### src/cdad_pkg.sv
// Shared types, constants and the month length function for the date adder.
package cdad_pkg;

    localparam int DAY_W       = 5;
    localparam int MONTH_W     = 4;
    localparam int YEAR_W      = 14;
    localparam int OFFSET_W    = 16;
    localparam int CFG_IDX_W   = 2;
    localparam int CFG_DATA_W  = 14;
    localparam int S_TDATA_W   = 16;
    localparam int M_TDATA_W   = 24;
    localparam int REM_W       = 14;
    localparam int CENT_CNT_W  = 2;

    localparam int OFFSET_BITS_DEFAULT = 16;

    localparam logic [YEAR_W-1:0] YEAR_MAX    = 14'd16383;
    localparam logic [REM_W-1:0]  CENTURY     = 14'd100;
    localparam logic [REM_W-1:0]  CENTURY_END = 14'd99;

    localparam logic [DAY_W-1:0]   BASE_DAY_RST   = 5'd1;
    localparam logic [MONTH_W-1:0] BASE_MONTH_RST = 4'd1;
    localparam logic [YEAR_W-1:0]  BASE_YEAR_RST  = 14'd2000;

    localparam logic [MONTH_W-1:0] MONTH_NONE = 4'd0;
    localparam logic [MONTH_W-1:0] JAN = 4'd1;
    localparam logic [MONTH_W-1:0] FEB = 4'd2;
    localparam logic [MONTH_W-1:0] APR = 4'd4;
    localparam logic [MONTH_W-1:0] JUN = 4'd6;
    localparam logic [MONTH_W-1:0] SEP = 4'd9;
    localparam logic [MONTH_W-1:0] NOV = 4'd11;
    localparam logic [MONTH_W-1:0] DEC = 4'd12;

    localparam logic [DAY_W-1:0] LEN_31 = 5'd31;
    localparam logic [DAY_W-1:0] LEN_30 = 5'd30;
    localparam logic [DAY_W-1:0] LEN_29 = 5'd29;
    localparam logic [DAY_W-1:0] LEN_28 = 5'd28;

    typedef enum logic [CFG_IDX_W-1:0] {
        REG_BASE_DAY   = 2'd0,
        REG_BASE_MONTH = 2'd1,
        REG_BASE_YEAR  = 2'd2
    } cfg_reg_t;

    function automatic logic [DAY_W-1:0] month_len(input logic [MONTH_W-1:0] m,
                                                   input logic leap);
        logic [DAY_W-1:0] len;
        len = LEN_31;
        case (m) inside
            FEB:                len = leap ? LEN_29 : LEN_28;
            APR, JUN, SEP, NOV: len = LEN_30;
            default:            len = LEN_31;
        endcase
        return len;
    endfunction

endpackage

### src/cdad_sub.sv
// Shared subtractor with borrow out, used for century reduction and month steps.
module cdad_sub #(
    parameter int W = 17
) (
    input  logic [W-1:0] a,
    input  logic [W-1:0] b,
    output logic [W-1:0] diff,
    output logic         borrow
);

    assign {borrow, diff} = {1'b0, a} - {1'b0, b};

endmodule

### src/calendar_date_add_days.sv
// Top level of the calendar date adder: config registers, sequencer and output stage.
//
// Adds day_offset to the base date held in the configuration registers and returns
// the Gregorian date that results. A single subtractor is shared by two phases,
// first reducing the base year by 100 per cycle to find its place in the 400-year
// leap cycle, then stripping one whole month per cycle from the running day count.
// The input side is ready only while the sequencer is idle; a finished result waits
// in the output register, and the next item may be taken while it waits. The user
// must write the configuration registers only while the block is idle; the block
// itself does not enforce this.
module calendar_date_add_days #(
    parameter int OFFSET_BITS = cdad_pkg::OFFSET_BITS_DEFAULT
) (
    input  logic                             clk,
    input  logic                             rst_n,
    // configuration write port
    input  logic                             cfg_we,
    input  logic [cdad_pkg::CFG_IDX_W-1:0]   cfg_index,
    input  logic [cdad_pkg::CFG_DATA_W-1:0]  cfg_data,
    // input stream
    input  logic                             s_tvalid,
    output logic                             s_tready,
    input  logic [cdad_pkg::S_TDATA_W-1:0]   s_tdata,   // [15:0] day_offset
    // output stream
    output logic                             m_tvalid,
    input  logic                             m_tready,
    output logic [cdad_pkg::M_TDATA_W-1:0]   m_tdata    // [4:0] result_day,
                                                        // [8:5] result_month,
                                                        // [22:9] result_year, [23] zero
);

    // Offset bits actually used, and the day count width they imply.
    localparam int OFF_USED = (OFFSET_BITS < cdad_pkg::OFFSET_W) ? OFFSET_BITS
                                                                 : cdad_pkg::OFFSET_W;
    localparam int CNT_W    = OFF_USED + 1;
    localparam int SUB_W    = (CNT_W > cdad_pkg::REM_W) ? CNT_W : cdad_pkg::REM_W;
    localparam logic [cdad_pkg::OFFSET_W-1:0] OFF_MASK =
        cdad_pkg::OFFSET_W'((17'(1) << OFF_USED) - 17'(1));

    typedef enum logic [1:0] {
        S_IDLE,
        S_SETUP,
        S_STEP
    } state_t;

    // Configuration registers
    logic [cdad_pkg::DAY_W-1:0]   base_day_reg;
    logic [cdad_pkg::MONTH_W-1:0] base_month_reg;
    logic [cdad_pkg::YEAR_W-1:0]  base_year_reg;

    always_ff @(posedge clk or negedge rst_n)
    begin
        if (!rst_n)
        begin
            base_day_reg   <= cdad_pkg::BASE_DAY_RST;
            base_month_reg <= cdad_pkg::BASE_MONTH_RST;
            base_year_reg  <= cdad_pkg::BASE_YEAR_RST;
        end
        else if (cfg_we)
        begin
            unique case (cdad_pkg::cfg_reg_t'(cfg_index))
                cdad_pkg::REG_BASE_DAY:   base_day_reg   <= cfg_data[cdad_pkg::DAY_W-1:0];
                cdad_pkg::REG_BASE_MONTH: base_month_reg <= cfg_data[cdad_pkg::MONTH_W-1:0];
                cdad_pkg::REG_BASE_YEAR:  base_year_reg  <= cfg_data[cdad_pkg::YEAR_W-1:0];
                default:                  ;  // index beyond the register list: drop
            endcase
        end
    end

    // Working registers
    state_t                           state_reg, state_next;
    logic [CNT_W-1:0]                 cnt_reg, cnt_next;      // remaining day count
    logic [cdad_pkg::MONTH_W-1:0]     month_reg, month_next;
    logic [cdad_pkg::YEAR_W-1:0]      year_reg, year_next;
    logic [cdad_pkg::REM_W-1:0]       rem_reg, rem_next;      // year mod 100
    logic [cdad_pkg::CENT_CNT_W-1:0]  cent_reg, cent_next;    // (year / 100) mod 4
    logic                             out_valid_reg, out_valid_next;
    logic [cdad_pkg::M_TDATA_W-1:0]   out_data_reg, out_data_next;

    logic                             in_xfer;
    logic                             leap;
    logic [cdad_pkg::DAY_W-1:0]       len;
    logic [SUB_W-1:0]                 sub_a, sub_b, sub_diff;
    logic                             sub_borrow;
    logic                             fin;
    logic [cdad_pkg::MONTH_W-1:0]     start_month;

    assign s_tready = (state_reg == S_IDLE);
    assign in_xfer  = s_tvalid && s_tready;
    assign m_tvalid = out_valid_reg;
    assign m_tdata  = out_data_reg;

    // Leap rule from the century-split year: divisible by 4, and a century year
    // only when its century count is a multiple of four.
    assign leap = (rem_reg[1:0] == 2'b00) &&
                  ((rem_reg != '0) || (cent_reg == '0));
    assign len  = cdad_pkg::month_len(month_reg, leap);

    // Share the subtractor between century reduction and month stepping.
    assign sub_a = (state_reg == S_SETUP) ? SUB_W'(rem_reg) : SUB_W'(cnt_reg);
    assign sub_b = (state_reg == S_SETUP) ? SUB_W'(cdad_pkg::CENTURY) : SUB_W'(len);

    cdad_sub #(
        .W (SUB_W)
    ) u_sub (
        .a      (sub_a),
        .b      (sub_b),
        .diff   (sub_diff),
        .borrow (sub_borrow)
    );

    // Count no longer exceeds the current month: the date is found.
    assign fin = sub_borrow || (sub_diff == '0);

    // Clamp an out-of-range base month into January..December.
    always_comb
    begin
        if (base_month_reg == cdad_pkg::MONTH_NONE)
            start_month = cdad_pkg::JAN;
        else if (base_month_reg > cdad_pkg::DEC)
            start_month = cdad_pkg::DEC;
        else
            start_month = base_month_reg;
    end

    always_comb
    begin
        state_next     = state_reg;
        cnt_next       = cnt_reg;
        month_next     = month_reg;
        year_next      = year_reg;
        rem_next       = rem_reg;
        cent_next      = cent_reg;
        out_data_next  = out_data_reg;
        out_valid_next = out_valid_reg;

        // Drop the result once the downstream side takes it.
        if (out_valid_reg && m_tready)
            out_valid_next = 1'b0;

        unique case (state_reg)
            S_IDLE:
            begin
                if (in_xfer)
                begin
                    cnt_next   = CNT_W'(base_day_reg) + CNT_W'(s_tdata & OFF_MASK);
                    month_next = start_month;
                    year_next  = base_year_reg;
                    rem_next   = base_year_reg;
                    cent_next  = '0;
                    state_next = S_SETUP;
                end
            end
            S_SETUP:
            begin
                // Strip one century per cycle until the remainder is below 100.
                if (!sub_borrow)
                begin
                    rem_next  = sub_diff[cdad_pkg::REM_W-1:0];
                    cent_next = cent_reg + 1'b1;
                end
                else
                begin
                    state_next = S_STEP;
                end
            end
            S_STEP:
            begin
                if (!fin)
                begin
                    // Advance one month and carry into the year after December.
                    cnt_next = sub_diff[CNT_W-1:0];
                    if (month_reg == cdad_pkg::DEC)
                    begin
                        month_next = cdad_pkg::JAN;
                        year_next  = year_reg + 1'b1;
                        if (year_reg == cdad_pkg::YEAR_MAX)
                        begin
                            rem_next  = '0;
                            cent_next = '0;
                        end
                        else if (rem_reg == cdad_pkg::CENTURY_END)
                        begin
                            rem_next  = '0;
                            cent_next = cent_reg + 1'b1;
                        end
                        else
                        begin
                            rem_next = rem_reg + 1'b1;
                        end
                    end
                    else
                    begin
                        month_next = month_reg + 1'b1;
                    end
                end
                else if (!out_valid_reg || m_tready)
                begin
                    // Hold here until the output register is free.
                    out_data_next  = {1'b0, year_reg, month_reg,
                                      cnt_reg[cdad_pkg::DAY_W-1:0]};
                    out_valid_next = 1'b1;
                    state_next     = S_IDLE;
                end
            end
            default:
            begin
                state_next = S_IDLE;
            end
        endcase
    end

    always_ff @(posedge clk or negedge rst_n)
    begin
        if (!rst_n)
        begin
            state_reg     <= S_IDLE;
            out_valid_reg <= 1'b0;
            out_data_reg  <= '0;
        end
        else
        begin
            state_reg     <= state_next;
            out_valid_reg <= out_valid_next;
            out_data_reg  <= out_data_next;
        end
    end

    always_ff @(posedge clk)
    begin
        cnt_reg   <= cnt_next;
        month_reg <= month_next;
        year_reg  <= year_next;
        rem_reg   <= rem_next;
        cent_reg  <= cent_next;
    end

`ifndef SYNTHESIS
    a_accept_starts_setup: assert property (@(posedge clk) disable iff (!rst_n)
        in_xfer |=> (state_reg == S_SETUP))
        else $error("accepted transfer did not start century reduction");

    a_rem_below_century: assert property (@(posedge clk) disable iff (!rst_n)
        (state_reg == S_STEP) |-> (rem_reg < cdad_pkg::CENTURY))
        else $error("year remainder not reduced below 100 while stepping");

    a_december_wraps: assert property (@(posedge clk) disable iff (!rst_n)
        (state_reg == S_STEP && !fin && month_reg == cdad_pkg::DEC)
        |=> (month_reg == cdad_pkg::JAN))
        else $error("month did not wrap from December to January");

    a_result_from_step: assert property (@(posedge clk) disable iff (!rst_n)
        $rose(out_valid_reg) |-> $past(state_reg == S_STEP))
        else $error("result appeared outside the month stepping phase");
`endif

endmodule
### config.mk
export PLATFORM = sky130hd
export DESIGN_NAME = calendar_date_add_days
export DESIGN_NICKNAME = d
export VERILOG_FILES = /design/src/cdad_pkg.sv /design/src/cdad_sub.sv /design/src/calendar_date_add_days.sv
export SDC_FILE = /design/constraint.sdc
export NUM_CORES = 1
export LEC_CHECK = 0
export BUFFER_PORTS_ARGS = -buffer_cell sky130_fd_sc_hd__buf_2
export CAP_MARGIN = 30
export CORE_ASPECT_RATIO = 1.4
export CORE_MARGIN = 3
export CORE_UTILIZATION = 60
export DETAILED_ROUTE_END_ITERATION = 7
export PLACE_DENSITY = 0.9
export SLEW_MARGIN = 20
export SYNTH_ARGS = -nofsm -noshare
export SYNTH_HDL_FRONTEND = slang
export SYNTH_SLANG_ARGS = --single-unit
### constraint.sdc
create_clock -name clk -period 7.3 [get_ports clk]
set_clock_uncertainty 0.2 [all_clocks]
set_input_delay 0.365 -clock clk [delete_from_list [all_inputs] [get_ports clk]]
set_output_delay 0.365 -clock clk [all_outputs]
set_load 0.05 [all_outputs]
* Word-level counts from Yosys, hierarchy flattened *
Cells that the tools add are included.

storage, ports and cells
  register bits after elaboration = 100
  input bits = 37
  output and inout bits = 26
  word-level logic and storage cells = 104

operators by class
  $add $sub $neg = 6
  order comparisons = 1
  equal/unequal tests = 20
  multiplexer cells = 40
  reduce and logical (&&, ||, !) cells = 26

operator list
  operator                                                          count
  14-bit two-way mux                                                8
  17-bit two-way mux                                                3
  14-bit one-hot mux with 3 select lines                            1
  17-bit one-hot mux with 2 select lines                            1
  14-bit by 1-bit adder with 14-bit output, second input constant   2
  14-bit one-hot mux with 2 select lines                            1
  2-bit two-way mux                                                 11
  4-bit two-way mux                                                 5
  17-bit by 7-bit subtractor with 18-bit output                     1
  5-bit by 16-bit adder with 17-bit output                          1
  17-bit zero test                                                  1
  14-bit == test, second input constant                             1
  14-bit by 7-bit == test with 1-bit output, second input constant  1
  14-bit nonzero test                                               1
  4-bit == test, second input constant                              3
  2-bit inequality test, second input constant                      6
  2-bit one-hot mux with 3 select lines                             2
  4-bit by 3-bit == test with 1-bit output, second input constant   2
  2-bit zero test                                                   4
  4-bit one-hot mux with 2 select lines                             1
  4-bit AND reduction                                               2
  7-bit two-way mux                                                 1
  1-bit two-way mux                                                 6
  2-bit AND reduction                                               3
  18 further kinds                                                  25

* Longest topological paths before layout *
  word-level depth = 11
  mapped depth = 21
  mapped depth without buffers = 19

* By module *
Synthesis repeated with hierarchy kept, for this count alone.

second synthesis, totals
  cell total of the unflattened synthesis = 621
  area total of the unflattened synthesis = 6,510.0 µm²

by module, submodules not included
  module                  times used  cells an instance  area an instance (µm²)
  calendar_date_add_days  1           503                5,661.7
  cdad_sub                1           118                848.3

* Worst setup path after synthesis *
Ideal clock, no wire load.

  kind = register to register
  start point = register state_reg[1]
  end point = register year_reg[0] (netlist bit), enable pin
  setup time = 403 ps
  arrival time = 5,527 ps
  path slack = 1,170 ps
  stages on the path, launching flop included = 21
  path through = dfrtp_1 inv_1 ha_1 buf_6 clkbuf_1 clkbuf_1 clkbuf_1 buf_1 mux2i_1 ha_1 inv_1 fa_1 and4b_1 a211o_1 a2111oi_0 xnor2_1 o22ai_1 nor2_1 nand4_2 a21oi_1 nor3_1

on the way
  word-level cells in the longest chain between the ends = 7
  elaborated cells between the ends (all ways) = 14
  classes of those cells = add/sub: 1; eq/ne: 5; mux: 2; reduce/logical: 6

RTL lines
  item                                                     line                                                          RTL
  start: declaration                                       calendar_date_add_days.sv:71                                  state_t state_reg, state_next;
  start signal: assignment                                 calendar_date_add_days.sv:223                                 state_reg <= state_next;
  2-bit by 1-bit == test with 1-bit output                 calendar_date_add_days.sv:100, calendar_date_add_days.sv:101
  17-bit two-way mux or 7-bit two-way mux (tied branches)  calendar_date_add_days.sv:100, calendar_date_add_days.sv:101
  17-bit by 7-bit subtractor with 18-bit output            cdad_sub.sv:11                                                assign {borrow, diff} = {1'b0, a} - {1'b0, b};
  17-bit zero test                                         calendar_date_add_days.sv:113                                 assign fin = sub_borrow || (sub_diff == '0);
  1-bit logical OR                                         calendar_date_add_days.sv:113
  2-bit inequality test (no source line)                   n/a
  4-bit AND reduction (no source line) (*)                 n/a
  end signal: assignment                                   calendar_date_add_days.sv:233                                 year_reg <= year_next;
  end: declaration                                         calendar_date_add_days.sv:74                                  logic [cdad_pkg::YEAR_W-1:0] year_reg, year_next;

Every way passes the cells marked *; elsewhere a longest branch is shown, timed or not.
A chain may end at the register's enable or synchronous reset.

* Worst setup path after layout *
  start point = register state_reg[1]
  end point = register out_data_reg (netlist bit m_tdata[11])

on the way
  word-level cells in the longest chain between the ends = 6
  elaborated cells between the ends (all ways) = 8
  classes of those cells = add/sub: 1; eq/ne: 2; mux: 2; reduce/logical: 3

RTL lines
  item                                                     line                                                          RTL
  2-bit by 1-bit == test with 1-bit output                 calendar_date_add_days.sv:100, calendar_date_add_days.sv:101
  17-bit two-way mux or 7-bit two-way mux (tied branches)  calendar_date_add_days.sv:100, calendar_date_add_days.sv:101
  17-bit by 7-bit subtractor with 18-bit output            cdad_sub.sv:11
  17-bit zero test                                         calendar_date_add_days.sv:113
  1-bit logical OR                                         calendar_date_add_days.sv:113
  3-bit AND reduction (no source line) (*)                 n/a
  end signal: assignment                                   calendar_date_add_days.sv:225                                 out_data_reg <= out_data_next;
  end: declaration                                         calendar_date_add_days.sv:78                                  logic [cdad_pkg::M_TDATA_W-1:0] out_data_reg, out_data_next;

Marks and branches as above.

==> tab_implementation.tex <==
\begin{tabular}{lr}
\hline
Metric & Value \\
\hline
\multicolumn{2}{l}{\textbf{Critical path}} \\
\quad Arrival time of data at the critical path endpoint & 5.92 ns \\
\quad Largest stage delay, worst path & 0.56 ns \\
\quad Sequence of cells on the critical path & inv\_1 > ha\_1 > buf\_4 > inv\_2 > o311a\_1 > ha\_1 > inv\_1 > fa\_1 > and4b\_1 > a211o\_1 > a21oi\_2 > xnor2\_1 > or3\_1 > nor4\_2 > nand4\_2 > a211oi\_4 > buf\_4 > mux2\_2 \\
\quad Crit-path slowest cell & sky130\_fd\_sc\_hd\_\_a211oi\_4 \\
\quad Length in cells of the worst reg-to-reg path & 18 \\
\quad Data required time of the worst path & 7.33 ns \\
\quad Max Fanout on Critical Path & 48 \\
\quad CP Class & reg -> reg \\
\quad Startpoint kind of the worst setup timing path & flop \\
\quad Endpoint kind of the worst setup timing path & flop \\
\multicolumn{2}{l}{\textbf{Drt}} \\
\quad Number of routed nets with antenna violations & 0 \\
\quad Iter 0 DRT Violations & 432 \\
\quad Pre-antenna DRT Iters & 6 \\
\quad Via Count & 5023 \\
\quad DRC violations left & 0 \\
\quad Drt total wl & 15800 microns \\
\quad Avg WL per Cell & 20.2 microns \\
\quad Via density & 6.42 \\
\multicolumn{2}{l}{\textbf{Placement}} \\
\quad Half-perimeter wire length after detailed placement & 11500 microns \\
\quad Number of I/O port buffers & 61 \\
\quad Post-Place Cells & 765 \\
\quad Placed inst area & 6500 sq um \\
\quad GPL Wtd Cong & 1.02 \\
\quad Setup WS pre-CTS & 1.55 ns \\
\multicolumn{2}{l}{\textbf{Floorplan}} \\
\quad Core Footprint & 9670 sq um \\
\quad Die outline width & 91.2 microns \\
\quad Die height & 125 microns \\
\quad Initial standard-cell utilization of the core & 63.1\% \\
\quad Die ar. & 11400 sq um \\
\quad Number of core rows & 42 \\
\quad Number of ports placed on the die boundary & 63 \\
\multicolumn{2}{l}{\textbf{Synthesis}} \\
\quad EDFF count, synth & 51 \\
\quad Synthesized instance count & 595 \\
\quad Netlist cell types & 70 \\
\quad Top flip-flop cell by instance count after synthesis & sky130\_fd\_sc\_hd\_\_edfxtp\_1 \\
\quad Seq/Total Area, Yosys & 45.3\% \\
\quad Synthesized area per cell & 10.3 sq um \\
\quad Net count of the mapped netlist & 653 \\
\quad Number of warnings printed during yosys synthesis & 0 \\
\quad Post-Synthesis Cell Area & 6100 sq um \\
\quad Number of synthesized register bits & 100 \\
\quad Async SR Flop Fraction & 49.0\% \\
\multicolumn{2}{l}{\textbf{Power}} \\
\quad P\_leak & 2.83 nW \\
\quad Pwr/cell area & 470 nW/um\^{}2 \\
\quad VDD IR max & 0.287 mV \\
\quad Power, Total & 3.21 mW \\
\multicolumn{2}{l}{\textbf{Clock network}} \\
\quad Number of gates given a new drive strength after cts & 0 \\
\quad Num Clock Sinks & 100 \\
\quad Clock root buffer & sky130\_fd\_sc\_hd\_\_clkbuf\_16 \\
\quad Skew-Pair Late Insertion Delay & 0.34 ns \\
\quad Total setup buffers inserted after CTS & 0 \\
\quad Number of buffers on the longest clock path & 2 \\
\quad Clock slew seen by the registers of the worst setup and hold paths & 0.07 ns \\
\quad H-tree depth & 3 \\
\quad CTS Buf Count & 9 \\
\quad Hold bufs inserted after CTS & 1 \\
\quad CTS tree & built \\
\multicolumn{2}{l}{\textbf{Global route}} \\
\quad GRT Util Overall & 28.3\% \\
\quad M3 GR Usage & 4.99\% \\
\quad Via count of the first global-routing pass & 5208 \\
\quad Gr ovfl total & 0 \\
\quad Maximum number of pins on one net before global-route repair & 49 \\
\quad First-pass GRT wire length & 25700 microns \\
\quad Number of antenna violations at the first check in global routing & 0 \\
\quad Met2 Resource Use GR & 48.6\% \\
\quad Met1 track demand over resource & 31.8\% \\
\quad Busiest layer in global routing & met2 \\
\multicolumn{2}{l}{\textbf{Flow run}} \\
\quad Reported max-cap violation count & 0 \\
\multicolumn{2}{l}{\textbf{Timing}} \\
\quad Setup TNS & 0 ns \\
\quad Final setup violating endpoints & 0 \\
\quad Slew HR & 39.7\% \\
\quad F\_max & 170 MHz \\
\quad RSZ-0062 raised after global routing & no \\
\quad Final worst path period need & 5.89 ns \\
\quad Count of final hold-check violations & 0 \\
\quad Final setup margin & 1.41 ns \\
\quad Slew at the pin with the worst max-slew slack & 0.905 ns \\
\quad Period Utilization, post-route & 80.7\% \\
\quad Fin. max-slew vios & 0 \\
\multicolumn{2}{l}{\textbf{Layout}} \\
\quad Total number of nets in the final design & 704 \\
\quad Max reg flops & 23 \\
\quad Commonest cells after routing, fill and taps aside & sky130\_fd\_sc\_hd\_\_nor2\_1, sky130\_fd\_sc\_hd\_\_buf\_2, sky130\_fd\_sc\_hd\_\_edfxtp\_1, sky130\_fd\_sc\_hd\_\_mux2\_2, sky130\_fd\_sc\_hd\_\_nand2\_1 \\
\quad Area growth syn-to-layout & 12.0\% \\
\quad Layout cell share with drive strength beyond 1 & 22.7\% \\
\quad Post-layout instance area & 6830 sq um \\
\quad Number of antenna cells inserted & 0 \\
\quad Most common cell after layout, fill and taps aside & sky130\_fd\_sc\_hd\_\_nor2\_1 \\
\quad Final Instance Count excl. Fillers & 783 \\
\multicolumn{2}{l}{\textbf{Status}} \\
\quad Outcome & completed \\
\multicolumn{2}{l}{\textbf{Min path}} \\
\quad Cell depth of the worst min-delay path & 2 \\
\quad Worst hold path type & in -> reg \\
\hline
\end{tabular}
==> layer usage <==
metal  routed length, microns  up-vias
met5                        0        -
met4                     1070        0
met3                      812       83
met2                     8070      227
met1                     5840     2456
li1                         -     2257
==> cell type report <==
| cell class | instances | area (sq um) |
|---|---|---|
| Clock buffer | 9 | 225 |
| Clock inverter | 7 | 87.6 |
| Fill cell | 675 | 2840 |
| Inverter | 24 | 90.1 |
| Multi-Input combinational cell | 441 | 3110 |
| Sequential cell | 100 | 2770 |
| Tap cell | 132 | 165 |
| Timing Repair Buffer | 70 | 388 |
==> critical path: cells and delay by family (launching register included) <==
| kind | cells | cell delay, ns |
|---|---|---|
| compound gates | 4 | 1.34 |
| xor+xnor | 1 | 0.20 |
| fa+ha+maj | 3 | 0.93 |
| buf+inv | 5 | 1.19 |
| flops | 1 | 0.41 |
| mux | 1 | 0.37 |
| simple gates | 4 | 1.12 |
==> synthesized netlist by cell type, drive strengths merged, types with 2 or more instances <==
library cell,count,area [sq um]
nor2,64,240
edfxtp,51,1530
mux2,49,552
nand2,45,169
dfrtp,41,1030
a21oi,34,174
o21ai,30,150
xnor2,28,245
inv,23,86.3
clkbuf,22,82.6
xor2,21,184
ha,19,238
nand3,13,65.1
and3,11,68.8
mux2i,11,110
nor3,11,55.1
a221oi,9,78.8
nor2b,9,56.3
buf,8,57.6
dfstp,8,210
nand4,8,56.3
nor3b,5,37.5
a21o,4,30.0
nand2b,4,25.0
nor4,4,31.3
o211a,4,40.0
a211oi,3,35.0
a22oi,3,22.5
and2,3,18.8
nand3b,3,22.5
o211ai,3,22.5
o22ai,3,18.8
or2,3,18.8
a211o,2,17.5
a221o,2,20.0
a22o,2,17.5
a41oi,2,17.5
and3b,2,17.5
and4b,2,20.0
fa,2,40.0
o22a,2,17.5
o31ai,2,15.0
or4,2,15.0
==> worst paths after layout <==
check / endpoint / startpoint / slack [ns]
worst min-delay path: base_year_reg[12]$_DFFE_PN0P_ / cfg_data[12] / 0.05
min in group asynchronous: m_tvalid$_DFF_PN0_ / rst_n / 0.27
worst min register to register: m_tdata[6]$_DFFE_PN0P_ / m_tdata[6]$_DFFE_PN0P_ / 0.30
worst max register to register: m_tdata[11]$_DFFE_PN0P_ / state_reg[1]$_DFFE_PN0P_ / 1.41
max in group asynchronous: base_year_reg[7]$_DFFE_PN1P_ / rst_n / 6.06
worst max-delay path: m_tdata[11]$_DFFE_PN0P_ / state_reg[1]$_DFFE_PN0P_ / 1.41
==> report_power, final <==
part / internal (mW) / leakage [nW] / total, mW / switching [mW]
Clock: 0.299 / 0.155 / 0.505 / 0.206
Sequential: 0.918 / 1.08 / 1.17 / 0.256
Combinational: 0.553 / 1.59 / 1.53 / 0.981
Total: 1.77 / 2.83 / 3.21 / 1.44
==> kinds of logic after synthesis <==
family	synth area share, %
fa+ha+maj	4.55
other cells	0.0614
buf+inv	3.77
flops	45.3
mux	10.8
compound gates	12.7
xor+xnor	7.03
simple gates	15.7
==> per-stage QoR <==
step / util, % / hold WS, ns
6_report: 70.7 / 0.0507
5_1_grt: 70.7 / 0.0498
4_1_cts: 70.6 / 0.0490
3_5_place_dp: 67.3 / 0.0950
3_3_place_gp: 67.0 / 0.287
2_1_floorplan: - / -0.131
(Power assumes the default switching activity.)
